File: src/rtl/pwlcr_pkg.sv
// ----------------------------------------------------------------------------
// Pulse-width LED chain receiver package
// Timing windows and the result word type shared by the receiver.
// ----------------------------------------------------------------------------
package pwlcr_pkg;

  // Width of the edge interval and of the count register.
  localparam int unsigned IntervalWidth = 16;
  localparam int unsigned CountWidth    = 11;

  // Timing thresholds in nanoseconds (all comparisons are strict).
  localparam logic [IntervalWidth-1:0] FrameGapMin  = 16'd50000;
  localparam logic [IntervalWidth-1:0] LowValidMin  = 16'd400;
  localparam logic [IntervalWidth-1:0] LowValidMax  = 16'd951;
  localparam logic [IntervalWidth-1:0] LowOneMax    = 16'd751;
  localparam logic [IntervalWidth-1:0] LowZeroMin   = 16'd649;
  localparam logic [IntervalWidth-1:0] HighValidMin = 16'd199;
  localparam logic [IntervalWidth-1:0] HighValidMax = 16'd851;
  localparam logic [IntervalWidth-1:0] HighLongMin  = 16'd500;

  // Bit and byte positions within one 24-bit colour word.
  localparam logic [2:0] BitFirst  = 3'd7;
  localparam logic [2:0] BitLast   = 3'd0;
  localparam logic [1:0] ByteFirst = 2'd0;
  localparam logic [1:0] ByteLast  = 2'd2;

  // One result word.
  typedef struct packed {
    logic       pass_update;
    logic       pass_level;
    logic       led_write;
    logic [9:0] led_index;
    logic [7:0] red;
    logic [7:0] green;
    logic [7:0] blue;
  } result_t;

endpackage

File: src/rtl/pulse_width_led_chain_receiver.sv
// ----------------------------------------------------------------------------
// Pulse-width LED chain receiver
// Decodes a single-wire pulse-width LED data stream, one line edge per word.
// ----------------------------------------------------------------------------
// Usage:
//   The sample channel (sample_valid, sample_stall, rising, interval) carries
//   one edge of the data line per word: its direction and the time in ns
//   since the previous edge. Every accepted edge produces exactly one result
//   word on the result channel (result_valid, result_stall): either a
//   pass-through level update, a finished LED colour write, or an empty word.
//   Each result is registered. Throughput is one edge per clock while
//   sample_stall is low; the edge decode is a single pass of compare and
//   shift logic between the sample port and the result register.
//   When the receiver stalls, a result is parked in a one-word skid register
//   so the next edge is still taken; sample_stall rises only once both the
//   result register and the skid register are occupied.
//   The user writes led_count via cfg_wen/cfg_wdata only while the block is
//   idle; the block does not enforce this. Synchronous reset clears the frame
//   state, sets led_count to 1 and empties the result and skid registers.
// ----------------------------------------------------------------------------
module pulse_width_led_chain_receiver #(
  parameter int unsigned MAX_LEDS = 1024
) (
  input  logic                                    clk,
  input  logic                                    rst,
  // Configuration
  input  logic                                    cfg_wen,
  input  logic [pwlcr_pkg::CountWidth-1:0]        cfg_wdata,
  // Edge samples
  input  logic                                    sample_valid,
  output logic                                    sample_stall,
  input  logic                                    rising,
  input  logic [pwlcr_pkg::IntervalWidth-1:0]     interval,
  // Results
  output logic                                    result_valid,
  input  logic                                    result_stall,
  output logic                                    pass_update,
  output logic                                    pass_level,
  output logic                                    led_write,
  output logic [9:0]                              led_index,
  output logic [7:0]                              red,
  output logic [7:0]                              green,
  output logic [7:0]                              blue
);

  import pwlcr_pkg::*;

  // Word position must reach MAX_LEDS itself; compares run at a common width.
  localparam int unsigned WordWidth = $clog2(MAX_LEDS + 1);
  localparam int unsigned CmpWidth  = (WordWidth > CountWidth) ? WordWidth : CountWidth;

  // Registers.
  logic [CountWidth-1:0] led_count;
  logic [7:0]            shift_byte;
  logic [2:0]            bit_position;
  logic [1:0]            byte_position;
  logic [WordWidth-1:0]  word_position;
  logic                  long_high_seen;
  logic                  fresh_word;
  logic [7:0]            held_bytes [2];
  result_t               out_word;
  result_t               skid_word;
  logic                  skid_valid;

  // Next values.
  logic [7:0]            shift_byte_next;
  logic [2:0]            bit_position_next;
  logic [1:0]            byte_position_next;
  logic [WordWidth-1:0]  word_position_next;
  logic                  long_high_seen_next;
  logic                  fresh_word_next;
  logic                  held_write;
  result_t               result_next;

  // Decode helpers.
  logic                  accept;
  logic                  out_free;
  logic [CmpWidth-1:0]   count_ext;
  logic [CmpWidth-1:0]   count_eff;
  logic [CmpWidth-1:0]   word_ext;
  logic                  full;
  logic                  take;
  logic                  take_one;
  logic [7:0]            merged_byte;

  assign accept       = sample_valid && !sample_stall;
  assign sample_stall = skid_valid;
  assign out_free     = !result_valid || !result_stall;

  // Effective LED count, limited to MAX_LEDS, and the pass-through test.
  assign count_ext = CmpWidth'(led_count);
  assign count_eff = (count_ext > CmpWidth'(MAX_LEDS)) ? CmpWidth'(MAX_LEDS) : count_ext;
  assign word_ext  = CmpWidth'(word_position);
  assign full      = word_ext >= count_eff;

  // Edge decode: timing windows, bit shifting and word completion.
  always_comb begin
    shift_byte_next     = shift_byte;
    bit_position_next   = bit_position;
    byte_position_next  = byte_position;
    word_position_next  = word_position;
    long_high_seen_next = long_high_seen;
    fresh_word_next     = fresh_word;
    held_write          = 1'b0;
    take                = 1'b0;
    take_one            = 1'b0;
    result_next         = '0;

    if (rising) begin
      fresh_word_next = 1'b1;
      if (interval > FrameGapMin) begin
        shift_byte_next    = '0;
        bit_position_next  = BitFirst;
        byte_position_next = ByteFirst;
        word_position_next = '0;
      end else if (interval > LowValidMin && interval < LowValidMax) begin
        if (full) begin
          result_next.pass_update = 1'b1;
          result_next.pass_level  = 1'b1;
        end else if (fresh_word) begin
          if (long_high_seen) begin
            take     = interval < LowOneMax;
            take_one = 1'b1;
          end else begin
            take     = interval > LowZeroMin;
            take_one = 1'b0;
          end
        end
      end
    end else begin
      if (full) begin
        result_next.pass_update = 1'b1;
        result_next.pass_level  = 1'b0;
      end else if (interval > HighValidMin && interval < HighValidMax) begin
        long_high_seen_next = interval > HighLongMin;
        // The last bit of a word is taken on its falling edge.
        if (byte_position == ByteLast && bit_position == BitLast) begin
          take            = 1'b1;
          take_one        = long_high_seen_next;
          fresh_word_next = 1'b0;
        end
      end
    end

    // Shift the bit into place, MSB first.
    merged_byte               = shift_byte;
    merged_byte[bit_position] = take_one;

    if (take) begin
      if (bit_position != BitLast) begin
        shift_byte_next   = merged_byte;
        bit_position_next = bit_position - 3'd1;
      end else begin
        bit_position_next = BitFirst;
        shift_byte_next   = '0;
        if (byte_position != ByteLast) begin
          held_write         = 1'b1;
          byte_position_next = byte_position + 2'd1;
        end else begin
          result_next.led_write = 1'b1;
          result_next.led_index = word_ext[9:0];
          result_next.green     = held_bytes[0];
          result_next.red       = held_bytes[1];
          result_next.blue      = merged_byte;
          byte_position_next    = ByteFirst;
          word_position_next    = word_position + WordWidth'(1);
        end
      end
    end
  end

  // Frame state and configuration register.
  always_ff @(posedge clk) begin
    if (rst) begin
      led_count      <= CountWidth'(1);
      shift_byte     <= '0;
      bit_position   <= BitFirst;
      byte_position  <= ByteFirst;
      word_position  <= '0;
      long_high_seen <= 1'b0;
      fresh_word     <= 1'b1;
    end else begin
      if (cfg_wen) begin
        led_count <= cfg_wdata;
      end
      if (accept) begin
        shift_byte     <= shift_byte_next;
        bit_position   <= bit_position_next;
        byte_position  <= byte_position_next;
        word_position  <= word_position_next;
        long_high_seen <= long_high_seen_next;
        fresh_word     <= fresh_word_next;
      end
    end
  end

  // The first two bytes of a word are held until the third completes.
  always_ff @(posedge clk) begin
    if (accept && held_write) begin
      held_bytes[byte_position[0]] <= merged_byte;
    end
  end

  // Result register with a one-word skid stage behind it.
  always_ff @(posedge clk) begin
    if (rst) begin
      result_valid <= 1'b0;
      skid_valid   <= 1'b0;
    end else if (out_free) begin
      if (skid_valid) begin
        result_valid <= 1'b1;
        skid_valid   <= 1'b0;
      end else begin
        result_valid <= accept;
      end
    end else if (accept) begin
      skid_valid <= 1'b1;
    end
  end

  always_ff @(posedge clk) begin
    if (out_free) begin
      if (skid_valid) begin
        out_word <= skid_word;
      end else if (accept) begin
        out_word <= result_next;
      end
    end else if (accept) begin
      skid_word <= result_next;
    end
  end

  assign pass_update = out_word.pass_update;
  assign pass_level  = out_word.pass_level;
  assign led_write   = out_word.led_write;
  assign led_index   = out_word.led_index;
  assign red         = out_word.red;
  assign green       = out_word.green;
  assign blue        = out_word.blue;

  // A parked result always sits behind a valid result.
  assert property (@(posedge clk) disable iff (rst) skid_valid |-> result_valid)
    else $error("skid register holds a word while the result register is empty");

  // A result word is never both a pass-through update and an LED write.
  assert property (@(posedge clk) disable iff (rst)
    result_valid |-> !(pass_update && led_write))
    else $error("result word carries both a pass-through update and an LED write");

  // The word counter never runs past MAX_LEDS.
  assert property (@(posedge clk) disable iff (rst)
    accept && result_next.led_write |=> word_ext <= CmpWidth'(MAX_LEDS))
    else $error("word position ran past MAX_LEDS");

  // An LED write always closes a word: the next bit goes to the first byte.
  assert property (@(posedge clk) disable iff (rst)
    accept && result_next.led_write |=>
      byte_position == ByteFirst && bit_position == BitFirst)
    else $error("bit and byte positions not rewound after an LED write");

endmodule
File: config.mk
export PLATFORM = sky130hd
export DESIGN_NAME = pulse_width_led_chain_receiver
export DESIGN_NICKNAME = d
export VERILOG_FILES = /design/src/rtl/pwlcr_pkg.sv /design/src/rtl/pulse_width_led_chain_receiver.sv
export SDC_FILE = /design/constraint.sdc
export NUM_CORES = 1
export LEC_CHECK = 0
export BUFFER_PORTS_ARGS = -buffer_cell sky130_fd_sc_hd__buf_2
export CAP_MARGIN = 20
export CORE_MARGIN = 2
export CORE_UTILIZATION = 60
export DETAILED_ROUTE_END_ITERATION = 7
export PLACE_DENSITY = 0.83
export SKIP_LAST_GASP = 1
export SYNTH_ARGS = -nofsm -noshare
export SYNTH_HDL_FRONTEND = slang
export SYNTH_SLANG_ARGS = --single-unit
File: constraint.sdc
create_clock -name clk -period 8.4 [get_ports clk]
set_input_delay 1.68 -clock clk [delete_from_list [all_inputs] [get_ports clk]]
set_output_delay 1.68 -clock clk [all_outputs]
set_load 0.02 [all_outputs]
# == Word-level counts from Yosys, hierarchy flattened ==
# Memories as Yosys holds them, arrays and structs flattened.
# Index checks and enable logic that the tools add are counted.
# totals
ff_bits,113
out_inout_bits,39
latchBits,0
n_memories,1
wordCells,128
in_bits,33
mem_bits_ro,0
ramBits,16
# classes
shift,0
magnitude_cmp,12
reduce_logical,23
n_mul,0
eq_ne,3
n_addsub,3
div_mod_pow,0
n_bitwise,3
mux,60
# mem_list
memory,depth,width,rd,rd_clocked_by_memory_dff,wr,line,rtl
held_bytes,2,8,2,0,1,pulse_width_led_chain_receiver.sv:60,logic [7:0] held_bytes [2];
# op_table
op,count
two-way mux 35 bit,3
two-way mux 37 bit,2
two-way mux 11 bit,6
"< comparator 16 x 10 -> 1 bit, second input constant",3
"greater-than comparator 16 x 9 -> 1 bit, second input constant",2
two-way mux 8 bit,4
two-way mux 1 bit,29
two-way mux 2 bit,10
"greater-than comparator 16 x 10 -> 1 bit, second input constant",1
"greater-than comparator 16 bit, second input constant",1
"greater-than comparator 16 x 8 -> 1 bit, second input constant",1
two-way mux 3 bit,4
"adder 11 x 1 -> 11 bit, second input constant",1
greater-or-equal comparator 11 bit,1
"greater-than comparator 11 bit, second input constant",1
nonzero test 2 bit,5
bitwise mux 8 bit,1
AND reduction 4 bit,2
logical AND 1 bit,6
"< comparator 3 x 4 -> 1 bit, second input constant",1
"!= test 2 bit, second input constant",2
AND reduction 2 bit,2
demux 1 bit (select 3 bit),1
"greater-or-equal comparator 3 x 1 -> 1 bit, second input constant",1
10 further kinds,14

# == Logic depth before layout (Yosys ltp) ==
# logic_depth
ltp_word,13
depth_mapped,13
mapped_depth_nobuf,11

# == Least setup slack after synthesis ==
# No wires, ideal clock.
# synth_path
path_type,input port to flip-flop
start,input interval[12] in the netlist's numbering
end,memory held_bytes[0][0] (enable)
t_arrival_ns,4.102
n_path_buf,2
path_slack_ns,3.900
setup_ns,0.398
t_required_ns,8.002
cell_stages,9
path_cell_list,nor4_4 > nand2_2 > nor3_1 > nand4_1 > or2_1 > buf_6 > buf_2 > a21oi_1 > nor4b_1
# synth_between
elab_chain_len,11
elab_cells_between_ends,21
classes_between,order compare (7); mux (11); reduce/logical (3)
# synth_lines
item,line,rtl
start: declaration,pulse_width_led_chain_receiver.sv:33,"input logic [pwlcr_pkg::IntervalWidth-1:0] interval,"
greater-than comparator 16 x 10 -> 1 bit / < comparator 16 x 10 -> 1 bit (equally long branches),"pulse_width_led_chain_receiver.sv:125, pulse_width_led_chain_receiver.sv:122",
two-way mux 1 bit,pulse_width_led_chain_receiver.sv:121,if (long_high_seen) begin
two-way mux 1 bit,pulse_width_led_chain_receiver.sv:120,end else if (fresh_word) begin
two-way mux 1 bit,pulse_width_led_chain_receiver.sv:117,if (full) begin
two-way mux 1 bit,pulse_width_led_chain_receiver.sv:116,end else if (interval > LowValidMin && interval < LowValidMax) begin
two-way mux 1 bit,pulse_width_led_chain_receiver.sv:111,if (interval > FrameGapMin) begin
two-way mux 1 bit *,pulse_width_led_chain_receiver.sv:109,if (rising) begin
two-way mux 1 bit *,pulse_width_led_chain_receiver.sv:149,if (take) begin
logical AND 1 bit *,pulse_width_led_chain_receiver.sv:199,if (accept && held_write) begin
two-way mux 1 bit *,pulse_width_led_chain_receiver.sv:199,
two-way mux 1 bit (implied by the code) *,pulse_width_led_chain_receiver.sv:200,held_bytes[byte_position[0]] <= merged_byte;
end: declaration,pulse_width_led_chain_receiver.sv:60,
# Mark *: on every way between the ends. The rest lies on a longest branch, timed or not.

==> impl_metrics.json <==
{
  "yosys.area_share.adder": 0.0276,
  "r2r_slack_ns": 4.68,
  "drive_gt1_frac": 0.240,
  "timing.final.ws_setup_ns": 4.15,
  "hpwl_um": 8490,
  "antenna_found_initial": 0,
  "mostFrequentLayoutCells": "90 x edfxtp_1, 71 x buf_2, 57 x nand2_1",
  "cts_tree": "built",
  "crit_fanout": 55,
  "synthFlopType": "edfxtp_1",
  "cts.reportedPaths.clkPinSlew_ns": 0.06,
  "crit_arrival_ns": 4.53,
  "holdPathStages": 1,
  "fin_crit_sh": 0.506,
  "grt_overflow_total": 0,
  "vias": 4570,
  "gp_congestion": 0.870,
  "synthesis.area_um2": 6350,
  "nets": 664,
  "reg2reg_depth": 11,
  "setup_violations": 0,
  "rsz0062_at_grt": "false",
  "endpoint_kind": "flop",
  "die_h_um": 107,
  "setup_tns_ns": 0,
  "cts_setup_buffers": 0,
  "path_cells": "buf_2 > nor4b_1 > o2bb2ai_1 > nor3_1 > nand4_1 > or2_1 > a21o_2 > buf_4 > inv_1 > and2_1",
  "viasPerCell": 5.97,
  "grt_pass1_vias": 4251,
  "crit_slowest_cell": "buf_4",
  "fp.dieW_um": 107,
  "path_delay_family": "simple AND/OR/NAND/NOR gates",
  "antenna_cells": 0,
  "port_buffers": 71,
  "cts_resized": 0,
  "min_to": "shift_byte[7]$_SDFFE_PP0P_",
  "yosys_warnings": 0,
  "drtAntennaViolNets": 0,
  "cts_hold_buffers": 0,
  "place_inst": 733,
  "maxSlewHeadroom": 0.323,
  "synthXorXnorAreaFrac": 0,
  "synth_compound_area_frac": 0.181,
  "synth_top_family_by_area": "compound AO/OA/AOI/OAI gates",
  "ys_ff_latch": 129,
  "cts_made_buffers": 17,
  "r2r-start": "count_ext[10]$_SDFFE_PP0P_",
  "status": "finished clean",
  "grt_use_total": 0.234,
  "initial_core_util": 0.618,
  "synth_cell_types": 65,
  "cpPeakStageDelay_ns": 0.69,
  "hold_violations": 0,
  "powerDensity_nw_per_um2": 206,
  "drv_cap": 0,
  "instances_no_fill": 766,
  "rr_endpoint": "skid_word[31]$_DFFE_PP_",
  "layout_commonest_cell": "edfxtp_1",
  "wire_per_inst_um": 16.7,
  "max_freq_mhz": 235,
  "netlist_instances": 553,
  "ios": 72,
  "dieArea_um2": 11400,
  "synth_seq_area_share": 0.549,
  "hold_start": "shift_byte[7]$_SDFFE_PP0P_",
  "core_um2": 10300,
  "avgSynthCellArea_um2": 11.5,
  "crit_required_ns": 8.68,
  "cts_buffer_depth": 2,
  "drtIter0Drc": 468,
  "drv_slew": 0,
  "start_kind": "input port",
  "muxShareOfSynthArea": 0.0341,
  "rows": 37,
  "dr.pass1.iters": 5,
  "drc": 0,
  "syn_to_final_growth_pct": 15.2,
  "synth-edff-count": 90,
  "synth_nets": 600,
  "clock_latency_ns": 0.52,
  "wl_um": 12800,
  "cts_root_buf": "clkbuf_8",
  "fin_crit_ns": 4.25,
  "htree_levels": 4,
  "min_path_type": "reg -> reg",
  "skew_ns": 0.00854,
  "cts.sinks": 129,
  "critPathBufInv": 3,
  "synthSimpleGateAreaFrac": 0.153,
  "grt_start_max_net_pins": 70,
  "p_leak_nw": 2.85,
  "pre_cts_ws_ns": 3.70,
  "synth_async_sr_flop_share": 0,
  "path_class": "in -> reg",
  "peakVddDrop_v": 0.000130,
  "grt_pass1_wl_um": 20600,
  "worst_pin_slew_ns": 1.02
}
## per-layer routing
| layer | track usage | vias up | wire length, um |
|---|---|---|---|
| met5 | 0 | - | 0 |
| met4 | 0.0788 | 0 | 218 |
| met3 | 0.0559 | 27 | 920 |
| met2 | 0.378 | 203 | 6130 |
| met1 | 0.311 | 2151 | 5530 |
| li1 | - | 2189 | - |
## sequential cells by signal (all words and copies together) (netlist names), 10 cells and up
name and cells:
skid_word 37, held_bytes 16, count_ext 11, word_ext 11
led_index 10
## Yosys cell counts, types with 5 or more instances
cell,number,area (um2)
nand3_1,20,100
clkbuf_1,13,48.8
mux2i_1,19,190
nand2_1,57,214
nor3_1,16,80.1
and3_1,6,37.5
o311ai_0,8,70.1
inv_1,37,139
ha_1,14,175
o2bb2ai_1,9,78.8
nand4_1,5,31.3
o21ai_0,22,110
a21oi_1,18,90.1
nor4_1,6,37.5
nor2b_1,5,31.3
and2_1,7,43.8
buf_2,6,30.0
o31ai_1,7,52.6
edfxtp_1,90,2700
dfxtp_1,39,781
o31ai_4,19,404
nor2_1,57,214
## logic make-up (layout without fill, tap and decap cells)
logic type	count (synthesis)	in the layout
flip-flops	129	129
buffers and inverters	69	146
AO/OA/AOI/OAI	120	120
multiplexers	21	21
adder cells (fa/ha/maj)	14	14
AND/OR/NAND/NOR	200	200
## final cells by class
class / instances / area [um2]
sequential: 129 / 3490
timing repair buffer: 76 / 405
fill: 713 / 2970
multi-input combinational: 355 / 2530
tap: 136 / 170
clock inverter: 15 / 166
clock buffer: 17 / 414
inverter: 38 / 143
## report_power, final
part	leakage (nW)	internal [W]	switching (W)
clock	0.277	0.000407	0.000308
combinational	1.46	0.0000306	0.0000568
sequential	1.11	0.000696	0.00000875
## through the flow
step                      utilization  total power (W)  hold WS (ns)  area, um2
final                           0.711          0.00151         0.465       7310
after floorplan                     -         0.000777         0.432       6350
after detailed placement        0.653         0.000805         0.448       6710
after CTS                       0.710          0.00151         0.468       7290
after global placement          0.653         0.000802         0.445       6710
after global routing            0.711          0.00155         0.481       7310
## worst max path at each step
stage	startpoint	end	slack (ns)	cells after the start
final	interval[0]	skid_word[31]$_DFFE_PP_	4.15	10
after global routing	interval[8]	skid_word[32]$_DFFE_PP_	3.95	10
after CTS	interval[0]	skid_word[31]$_DFFE_PP_	4.22	10
after detailed placement	interval[12]	skid_word[32]$_DFFE_PP_	3.70	10
after global placement	interval[12]	skid_word[33]$_DFFE_PP_	3.82	10
after floorplan	interval[12]	held_bytes[0][0]$_DFFE_PP_	3.90	9
Power figures use the tool's default switching activity.
